==> src/rtl/rpn_tok_pkg.sv <==
// ---------------------------------------------------------------------------
// rpn_tok_pkg
// Shared types, token codes, character codes and helpers for the expression
// tokenizer.
// ---------------------------------------------------------------------------
`default_nettype none

package rpn_tok_pkg;

  localparam int MANT_W         = 60;
  localparam int FRAC_W         = 5;
  localparam int KIND_W         = 3;
  localparam int DEF_MAX_DIGITS = 18;

  localparam int QUEUE_DEPTH = 4;
  localparam int QPTR_W      = $clog2(QUEUE_DEPTH);
  localparam int QCNT_W      = $clog2(QUEUE_DEPTH + 1);

  localparam logic [KIND_W-1:0] KIND_PLUS    = 3'd0;
  localparam logic [KIND_W-1:0] KIND_MINUS   = 3'd1;
  localparam logic [KIND_W-1:0] KIND_STAR    = 3'd2;
  localparam logic [KIND_W-1:0] KIND_SLASH   = 3'd3;
  localparam logic [KIND_W-1:0] KIND_PERCENT = 3'd4;
  localparam logic [KIND_W-1:0] KIND_COMMA   = 3'd5;
  localparam logic [KIND_W-1:0] KIND_NUMBER  = 3'd6;

  localparam logic [7:0] CH_PLUS    = "+";
  localparam logic [7:0] CH_MINUS   = "-";
  localparam logic [7:0] CH_STAR    = "*";
  localparam logic [7:0] CH_SLASH   = "/";
  localparam logic [7:0] CH_PERCENT = "%";
  localparam logic [7:0] CH_COMMA   = ",";
  localparam logic [7:0] CH_DOT     = ".";
  localparam logic [7:0] CH_ZERO    = "0";
  localparam logic [7:0] CH_NINE    = "9";

  typedef struct packed {
    logic [KIND_W-1:0] kind;
    logic [MANT_W-1:0] mantissa;
    logic [FRAC_W-1:0] frac_digits;
    logic              overflow;
    logic              last_of_run;
  } token_t;

  // Tokens produced by one character: count is 0, 1 or 2, first goes out first.
  typedef struct packed {
    logic [1:0] count;
    token_t     first;
    token_t     second;
  } push_t;

  // Largest mantissa with the given number of decimal digits.
  function automatic logic [MANT_W-1:0] mant_limit(input int digits);
    logic [63:0] lim;
    lim = 64'd1;
    for (int i = 0; i < digits && i < 18; i++) begin
      lim = lim * 64'd10;
    end
    lim = lim - 64'd1;
    return lim[MANT_W-1:0];
  endfunction

endpackage

`default_nettype wire

==> src/rtl/rpn_tok_scan.sv <==
// ---------------------------------------------------------------------------
// rpn_tok_scan
// Input register, scan state and token generation. One character is
// processed per cycle when the output queue has room for two tokens.
// ---------------------------------------------------------------------------
`default_nettype none

module rpn_tok_scan #(
  parameter int MAX_DIGITS = rpn_tok_pkg::DEF_MAX_DIGITS
) (
  input  wire logic               clk,
  input  wire logic               rst,
  input  wire logic               in_valid,
  output logic                    in_ready,
  input  wire logic [7:0]         ch,
  input  wire logic               end_of_text,
  input  wire logic               room,
  output rpn_tok_pkg::push_t      push
);
  import rpn_tok_pkg::*;

  localparam logic [1:0] MODE_IDLE = 2'd0;
  localparam logic [1:0] MODE_INT  = 2'd1;
  localparam logic [1:0] MODE_DOT  = 2'd2;
  localparam logic [1:0] MODE_FRAC = 2'd3;

  localparam logic [MANT_W-1:0] LIMIT    = mant_limit(MAX_DIGITS);
  localparam logic [FRAC_W-1:0] FRAC_MAX = FRAC_W'(MAX_DIGITS);

  logic              held;
  logic [7:0]        ch_q;
  logic              eot_q;
  logic [1:0]        mode;
  logic [MANT_W-1:0] digit_value;
  logic [FRAC_W-1:0] fraction_count;
  logic              saturated;

  logic [1:0]        mode_next;
  logic [MANT_W-1:0] digit_value_next;
  logic [FRAC_W-1:0] fraction_count_next;
  logic              saturated_next;

  logic              go;
  logic              dig_hit;
  logic [3:0]        digit;
  logic              op_hit;
  logic [KIND_W-1:0] op_kind;
  logic              flush_pre;
  logic              flush_post;
  logic              op_emit;
  logic              start;
  logic              take_en;
  logic              take_frac;
  logic [1:0]        mode_mid;
  logic [MANT_W-1:0] base_v;
  logic [FRAC_W-1:0] base_fc;
  logic              base_sat;
  logic [63:0]       cand;
  logic              over;
  logic [MANT_W-1:0] v_mid;
  logic [FRAC_W-1:0] fc_mid;
  logic              sat_mid;
  token_t            num_old;
  token_t            num_mid;
  token_t            op_tok;

  assign go       = held & room;
  assign in_ready = ~held | go;

  always_ff @(posedge clk) begin
    if (rst) begin
      held <= 1'b0;
    end else if (in_ready) begin
      held <= in_valid;
    end
  end

  always_ff @(posedge clk) begin
    if (in_ready && in_valid) begin
      ch_q  <= ch;
      eot_q <= end_of_text;
    end
  end

  always_ff @(posedge clk) begin
    if (rst) begin
      mode           <= MODE_IDLE;
      digit_value    <= '0;
      fraction_count <= '0;
      saturated      <= 1'b0;
    end else if (go) begin
      mode           <= mode_next;
      digit_value    <= digit_value_next;
      fraction_count <= fraction_count_next;
      saturated      <= saturated_next;
    end
  end

  assign dig_hit = (ch_q >= CH_ZERO) && (ch_q <= CH_NINE);
  assign digit   = dig_hit ? ch_q[3:0] : 4'd0;

  always_comb begin
    op_hit  = 1'b1;
    op_kind = KIND_PLUS;
    case (ch_q)
      CH_PLUS:    op_kind = KIND_PLUS;
      CH_MINUS:   op_kind = KIND_MINUS;
      CH_STAR:    op_kind = KIND_STAR;
      CH_SLASH:   op_kind = KIND_SLASH;
      CH_PERCENT: op_kind = KIND_PERCENT;
      CH_COMMA:   op_kind = KIND_COMMA;
      default:    op_hit  = 1'b0;
    endcase
  end

  // Decide what this character does to the number in progress.
  always_comb begin
    flush_pre = 1'b0;
    start     = 1'b0;
    take_en   = 1'b0;
    take_frac = 1'b0;
    mode_mid  = mode;
    case (mode)
      MODE_IDLE: begin
        if (dig_hit && !op_hit) begin
          start    = 1'b1;
          take_en  = 1'b1;
          mode_mid = MODE_INT;
        end
      end
      MODE_INT: begin
        if (dig_hit) begin
          take_en = 1'b1;
        end else if (ch_q == CH_DOT) begin
          mode_mid = MODE_DOT;
        end else begin
          flush_pre = 1'b1;
          mode_mid  = MODE_IDLE;
        end
      end
      MODE_DOT: begin
        if (dig_hit) begin
          take_en   = 1'b1;
          take_frac = 1'b1;
          mode_mid  = MODE_FRAC;
        end else begin
          flush_pre = 1'b1;
          mode_mid  = MODE_IDLE;
        end
      end
      MODE_FRAC: begin
        if (dig_hit) begin
          take_en   = 1'b1;
          take_frac = 1'b1;
        end else begin
          flush_pre = 1'b1;
          mode_mid  = MODE_IDLE;
        end
      end
      default: begin
        mode_mid = MODE_IDLE;
      end
    endcase
  end

  assign op_emit = op_hit && ((mode == MODE_IDLE) || flush_pre);

  // Shift-add by ten with saturation check.
  assign base_v   = (start || flush_pre) ? '0 : digit_value;
  assign base_fc  = (start || flush_pre) ? '0 : fraction_count;
  assign base_sat = (start || flush_pre) ? 1'b0 : saturated;
  assign cand     = ({4'b0, base_v} << 3) + ({4'b0, base_v} << 1) + {60'b0, digit};
  assign over     = (cand > {4'b0, LIMIT}) || (take_frac && (base_fc >= FRAC_MAX));

  always_comb begin
    v_mid   = base_v;
    fc_mid  = base_fc;
    sat_mid = base_sat;
    if (take_en && !base_sat) begin
      if (over) begin
        sat_mid = 1'b1;
        v_mid   = LIMIT;
      end else begin
        v_mid  = cand[MANT_W-1:0];
        fc_mid = base_fc + FRAC_W'(take_frac);
      end
    end
  end

  assign flush_post = eot_q && (mode_mid != MODE_IDLE);

  always_comb begin
    if (flush_post) begin
      mode_next           = MODE_IDLE;
      digit_value_next    = '0;
      fraction_count_next = '0;
      saturated_next      = 1'b0;
    end else begin
      mode_next           = mode_mid;
      digit_value_next    = v_mid;
      fraction_count_next = fc_mid;
      saturated_next      = sat_mid;
    end
  end

  assign num_old = '{KIND_NUMBER, digit_value, fraction_count, saturated, 1'b0};
  assign num_mid = '{KIND_NUMBER, v_mid, fc_mid, sat_mid, 1'b0};
  assign op_tok  = '{op_kind, {MANT_W{1'b0}}, {FRAC_W{1'b0}}, 1'b0, 1'b0};

  always_comb begin
    push.count = go ? ({1'b0, flush_pre} + {1'b0, op_emit} + {1'b0, flush_post}) : 2'd0;
    if (flush_pre) begin
      push.first = num_old;
    end else if (op_emit) begin
      push.first = op_tok;
    end else begin
      push.first = num_mid;
    end
    push.first.last_of_run  = ~(flush_pre & op_emit);
    push.second             = op_tok;
    push.second.last_of_run = 1'b1;
  end

  a_idle_clear: assert property (@(posedge clk) disable iff (rst)
    (mode == MODE_IDLE) |-> (digit_value == '0 && fraction_count == '0 && !saturated))
    else $error("idle scan state holds a partial number");

  a_sat_limit: assert property (@(posedge clk) disable iff (rst)
    saturated |-> (digit_value == LIMIT))
    else $error("saturated mantissa is not at its limit");

  a_frac_range: assert property (@(posedge clk) disable iff (rst)
    fraction_count <= FRAC_MAX)
    else $error("fraction count beyond digit limit");

  a_pair_order: assert property (@(posedge clk) disable iff (rst)
    (push.count == 2'd2) |-> (push.first.kind == KIND_NUMBER && push.second.kind != KIND_NUMBER))
    else $error("token pair is not a number followed by an operator");

endmodule

`default_nettype wire

==> src/rtl/rpn_tok_queue.sv <==
// ---------------------------------------------------------------------------
// rpn_tok_queue
// Output queue of tokens. Takes zero, one or two tokens per cycle and hands
// one word per cycle to the output channel while a word waits and out_ready is high.
// ---------------------------------------------------------------------------
`default_nettype none

module rpn_tok_queue (
  input  wire logic               clk,
  input  wire logic               rst,
  input  wire rpn_tok_pkg::push_t push,
  output logic                    room,
  output logic                    out_valid,
  input  wire logic               out_ready,
  output rpn_tok_pkg::token_t     token
);
  import rpn_tok_pkg::*;

  token_t            mem [QUEUE_DEPTH];
  logic [QPTR_W-1:0] wr_ptr;
  logic [QPTR_W-1:0] rd_ptr;
  logic [QCNT_W-1:0] count;
  logic [QCNT_W-1:0] count_next;
  logic              pop;

  assign out_valid  = (count != '0);
  assign pop        = out_valid & out_ready;
  assign room       = (count <= QCNT_W'(QUEUE_DEPTH - 2));
  assign token      = mem[rd_ptr];
  assign count_next = count + QCNT_W'(push.count) - QCNT_W'(pop);

  always_ff @(posedge clk) begin
    if (rst) begin
      wr_ptr <= '0;
      rd_ptr <= '0;
      count  <= '0;
    end else begin
      wr_ptr <= wr_ptr + QPTR_W'(push.count);
      rd_ptr <= rd_ptr + QPTR_W'(pop);
      count  <= count_next;
    end
  end

  always_ff @(posedge clk) begin
    if (push.count != 2'd0) begin
      mem[wr_ptr] <= push.first;
    end
    if (push.count == 2'd2) begin
      mem[wr_ptr + QPTR_W'(1)] <= push.second;
    end
  end

  a_count_range: assert property (@(posedge clk) disable iff (rst)
    count <= QCNT_W'(QUEUE_DEPTH))
    else $error("token queue count beyond depth");

  a_push_room: assert property (@(posedge clk) disable iff (rst)
    (push.count != 2'd0) |-> room)
    else $error("tokens pushed without room");

  a_drain: assert property (@(posedge clk) disable iff (rst)
    (pop && count == QCNT_W'(1) && push.count == 2'd0) |=> !out_valid)
    else $error("queue not empty after last word taken");

endmodule

`default_nettype wire

==> src/rtl/rpn_expression_tokenizer.sv <==
// ---------------------------------------------------------------------------
// rpn_expression_tokenizer
// Streaming lexer for arithmetic expression text.
//
// Input channel: one character (ch) per word, end_of_text on the last
// character of an expression. Output channel: one token per word; kind,
// mantissa, frac_digits, overflow, and last_of_run on the final token a
// character causes. A character yields zero, one or two tokens.
// The first token of a character passes the input register, then the token
// queue, before out_valid shows it.
// Throughput: one character per cycle while each yields at most one token
// and the receiver takes every token; a character yielding two tokens
// sends both through the single output port of the four-entry token queue.
// Reset clears the scan state and empties the queue; no number is pending.
// When the receiver stalls, the queue fills and in_ready drops once fewer
// than two entries are free; no token is lost.
// ---------------------------------------------------------------------------
`default_nettype none

module rpn_expression_tokenizer #(
  parameter int MAX_DIGITS = rpn_tok_pkg::DEF_MAX_DIGITS
) (
  input  wire logic                                clk,
  input  wire logic                                rst,
  input  wire logic                                in_valid,
  output logic                                     in_ready,
  input  wire logic [7:0]                          ch,
  input  wire logic                                end_of_text,
  output logic                                     out_valid,
  input  wire logic                                out_ready,
  output logic [rpn_tok_pkg::KIND_W-1:0]           kind,
  output logic [rpn_tok_pkg::MANT_W-1:0]           mantissa,
  output logic [rpn_tok_pkg::FRAC_W-1:0]           frac_digits,
  output logic                                     overflow,
  output logic                                     last_of_run
);
  import rpn_tok_pkg::*;

  push_t  push;
  logic   room;
  token_t token;

  rpn_tok_scan #(
    .MAX_DIGITS(MAX_DIGITS)
  ) u_scan (
    .clk         (clk),
    .rst         (rst),
    .in_valid    (in_valid),
    .in_ready    (in_ready),
    .ch          (ch),
    .end_of_text (end_of_text),
    .room        (room),
    .push        (push)
  );

  rpn_tok_queue u_queue (
    .clk       (clk),
    .rst       (rst),
    .push      (push),
    .room      (room),
    .out_valid (out_valid),
    .out_ready (out_ready),
    .token     (token)
  );

  assign kind        = token.kind;
  assign mantissa    = token.mantissa;
  assign frac_digits = token.frac_digits;
  assign overflow    = token.overflow;
  assign last_of_run = token.last_of_run;

endmodule

`default_nettype wire

==> config.mk <==
export PLATFORM = sky130hd
export DESIGN_NAME = rpn_expression_tokenizer
export DESIGN_NICKNAME = d
export VERILOG_FILES = /design/src/rtl/rpn_tok_pkg.sv /design/src/rtl/rpn_tok_scan.sv /design/src/rtl/rpn_tok_queue.sv /design/src/rtl/rpn_expression_tokenizer.sv
export SDC_FILE = /design/constraint.sdc
export NUM_CORES = 1
export LEC_CHECK = 0
export BUFFER_PORTS_ARGS = -buffer_cell sky130_fd_sc_hd__buf_2
export CAP_MARGIN = 40
export CELL_PAD_IN_SITES_DETAIL_PLACEMENT = 1
export CELL_PAD_IN_SITES_GLOBAL_PLACEMENT = 2
export CORE_MARGIN = 1.5
export CORE_UTILIZATION = 43
export DETAILED_ROUTE_END_ITERATION = 10
export HOLD_SLACK_MARGIN = 0.05
export PLACE_DENSITY_LB_ADDON = 0.12
export SETUP_SLACK_MARGIN = 0.15
export SLEW_MARGIN = 20
export SYNTH_ARGS = -nofsm -noshare
export SYNTH_HDL_FRONTEND = slang
export SYNTH_SLANG_ARGS = --single-unit
==> constraint.sdc <==
create_clock -name clk -period 11.7 [get_ports clk]
set_input_delay 1.755 -clock clk [delete_from_list [all_inputs] [get_ports clk]]
set_output_delay 1.755 -clock clk [all_outputs]
set_load 0.02 [all_outputs]
==> flow_summary.toml <==
[timing]
timing.fmax_mhz = 113
drv_slew = 0
hold_viol = 0
setup_tns_ps = 0
rsz0062_at_grt = "no"
fin_crit_ps = 8870
fin_crit_sh_pct = 75.8
setup-violations-final = 0
tightest_slew_ps = 847
timing.slew.headroom_pct = 43.4
fin_skew_ps = 14.0

[drt]
drtIter0Drc = 1723
route.detailed.drc = 0
wl_per_cell_um = 28.1
met1_length_um = 38100
first_pass_iters = 5
route.met2.wl_um = 37400
ant_nets = 0
highest-signal-layer = "met4"
via_count = 19527
route.met3.wl_um = 5180
viasPerCell = 6.60
finalWirelength_um = 83000

[flow_run]
maxCapViolCount = 0

[clock_tree]
clk_pin_slew_worst_paths_ps = 60
root_buffer = "clkbuf_16"
postCtsSetupBuffers = 0
cts_tree = "yes"
cts_resized = 0
ctsHoldBuffers = 0
cts_sinks = 365
insertion_delay_ps = 590
htree_levels = 2
cts_buffer_depth = 3
numCtsBuffers = 42

[placement]
hpwlAfterDp_um = 57700
routabilityCongestion = 0.924
placed_cells = 2880
place_area_um2 = 21700
portBuffers = 84

[layout]
layout.cells.non_filler = 2957
n_antenna_cell = 0
fin_area_um2 = 23200
layout_common_cells = "342 x dfxtp_1, 317 x o21ai_0, 212 x nand2_1, 145 x a22oi_1, 124 x ha_1"
fin_nets = 2451
final_common_cell = "dfxtp_1"
drive_gt1_share_pct = 13.7
area_delta_synth_final_pct = 11.8

[setup_path]
critPathKind = "register to register"
r2r_start = "u_scan.ch_q[7]$_DFFE_PP_"
path_cells = "nor3b_1 > nand3_1 > mux2i_4 > buf_4 > buf_4 > and2_1 > ha_1 > ha_1 > nand4_1 > nor4_1 > o211ai_1 > a31oi_1 > nor2_1 > a21oi_1 > nor4b_1 > nand4b_1 > nor4_1 > a21boi_2 > buf_6 > or2_2 > a2bb2oi_1 > o21ai_0"
crit_fanout = 29
crit_required_ps = 12130
cp-end-kind = "register"
r2r_slack_ps = 2830
timing.critical_path.buf_inv = 3
startpoint_type = "register"
arrival_ps = 9300
cp-endpoint = "u_queue.mem[2][37]$_SDFFE_PP0P_"
path_depth = 22
max_stage_delay_ps = 690
critPathTopFamily = "simple AND/OR/NAND/NOR gates"
worst_path_max_delay_cell = "nor4b_1"
r2r_cells = 22
r2r_end = "u_queue.mem[2][37]$_SDFFE_PP0P_"
cp-startpoint = "u_scan.ch_q[7]$_DFFE_PP_"

[yosys]
synth_top_area_share_pct = 33.2
synthCells = 2307
syn-num-nets = 2448
ys_top_cells_by_area = "dfxtp_1 33%, o21ai_0 7.7%, mux4_2 7.6%"
synth_top_area_cell = "dfxtp_1"
syn_area_per_cell_um2 = 8.99
synthFlopType = "dfxtp_1"
yosysWarningCount = 0
synth_seq_cells = 365
synth_cell_type_count = 93
async_reset_ff_share_pct = 0
yosysSeqAreaShare_pct = 36.2
synth_edf_count = 21
synth_area_um2 = 20700

[status]
run_status = "finished, final reports clean"

[pwr]
vdd_drop_max_v = 0.0000962
p_per_area_nw_per_um2 = 139
leakage_nw = 8.77

[floorplanning]
die-area_um2 = 49600
die_w_um = 223
io_pins = 85
core_region_area_um2 = 47600
row_count = 80
start_util_pct = 43.5
fp.dieH_um = 223

[global_route]
gr-usage-all-layers_pct = 32.9
grt_max_degree = 52
grt_pass1_wl_um = 125000
grt_overflow = 0
grt_pass1_vias = 19657
antenna_found_initial = 0

[min_path]
hold_class = "register to register"
## worst register-to-register path: cells and delay by family, from the launching register on
family | cells | cell delay (ps)
compound gates | 6 | 1940
fa+ha+maj | 2 | 700
buf+inv | 3 | 930
flops | 1 | 430
mux | 1 | 630
simple gates | 10 | 4100
## sequential cells by signal, indices dropped and copies added, names as in the netlist
register / count
u_queue.count: 3
u_queue.mem: 280
u_queue.rd_ptr: 2
u_queue.wr_ptr: 2
u_scan.ch_q: 8
u_scan.digit_value: 60
u_scan.eot_q: 1
u_scan.fraction_count: 5
u_scan.held: 1
u_scan.mode: 2
u_scan.saturated: 1
## logic make-up after synthesis
kind of cell / after synthesis / share of synthesized area, %
compound gates: 869 / 27.1
xor+xnor: 56 / 2.37
fa+ha+maj: 128 / 7.87
buf+inv: 203 / 3.95
flops: 365 / 36.2
mux: 78 / 8.07
simple gates: 608 / 14.4
## through the flow
step	worst slack (ps)	util [%]	total power, mW	hold slack [ps]
finish	2830	48.7	3.21	452
detailed placement	3160	45.6	1.85	442
global placement	2610	45.2	1.83	428
CTS	2970	48.7	3.23	456
global route	2330	48.7	3.31	479
floorplan	5520	-	1.68	420
## worst min path at each step
| stage | from | slack (ps) | endpoint | depth (start not counted) |
|---|---|---|---|---|
| 6_report | u_queue.mem[1][14]$_SDFFE_PP0P_ | 450 | u_queue.mem[1][14]$_SDFFE_PP0P_ | 2 |
| 4_1_cts | u_queue.mem[1][14]$_SDFFE_PP0P_ | 460 | u_queue.mem[1][14]$_SDFFE_PP0P_ | 2 |
| 2_1_floorplan | u_queue.mem[1][13]$_SDFFE_PP0P_ | 420 | u_queue.mem[1][13]$_SDFFE_PP0P_ | 2 |
| 5_1_grt | u_queue.mem[1][26]$_SDFFE_PP0P_ | 480 | u_queue.mem[1][26]$_SDFFE_PP0P_ | 2 |
| 3_3_place_gp | u_queue.mem[3][30]$_SDFFE_PP0P_ | 430 | u_queue.mem[3][30]$_SDFFE_PP0P_ | 2 |
| 3_5_place_dp | u_queue.mem[1][14]$_SDFFE_PP0P_ | 440 | u_queue.mem[1][14]$_SDFFE_PP0P_ | 2 |
## final cells by class
class | instances | area (um^2)
clock inverters | 22 | 277
multi-input cells | 1739 | 12500
well taps | 615 | 769
inverters | 34 | 128
repair buffers | 128 | 853
fillers | 5467 | 24500
flip-flops and latches | 365 | 7520
clock buffers | 54 | 1160
## report_power, final
part,switching (mW),total [mW],internal [mW]
combinational,0.276,0.459,0.183
sequential,0.0695,1.37,1.30
clock,0.572,1.39,0.814
total,0.918,3.21,2.30
## layer usage
metal	up-vias	global-route usage, %
met3	139	4.24
met4	0	9.79
li1	8701	-
met1	10024	46.4
met2	663	52.3
met5	-	0
## cells in the mapped netlist, types with 27 or more instances
library cell,count
dfxtp_1,344
o21ai_0,318
nand2_1,214
a22oi_1,145
clkbuf_1,131
ha_1,124
a21oi_1,116
nor2_1,111
and2_1,75
mux4_2,70
nand3_1,54
a22o_1,41
xnor2_1,36
inv_1,33
nand4_1,33
o31ai_1,27
(Power assumes the default switching activity.)
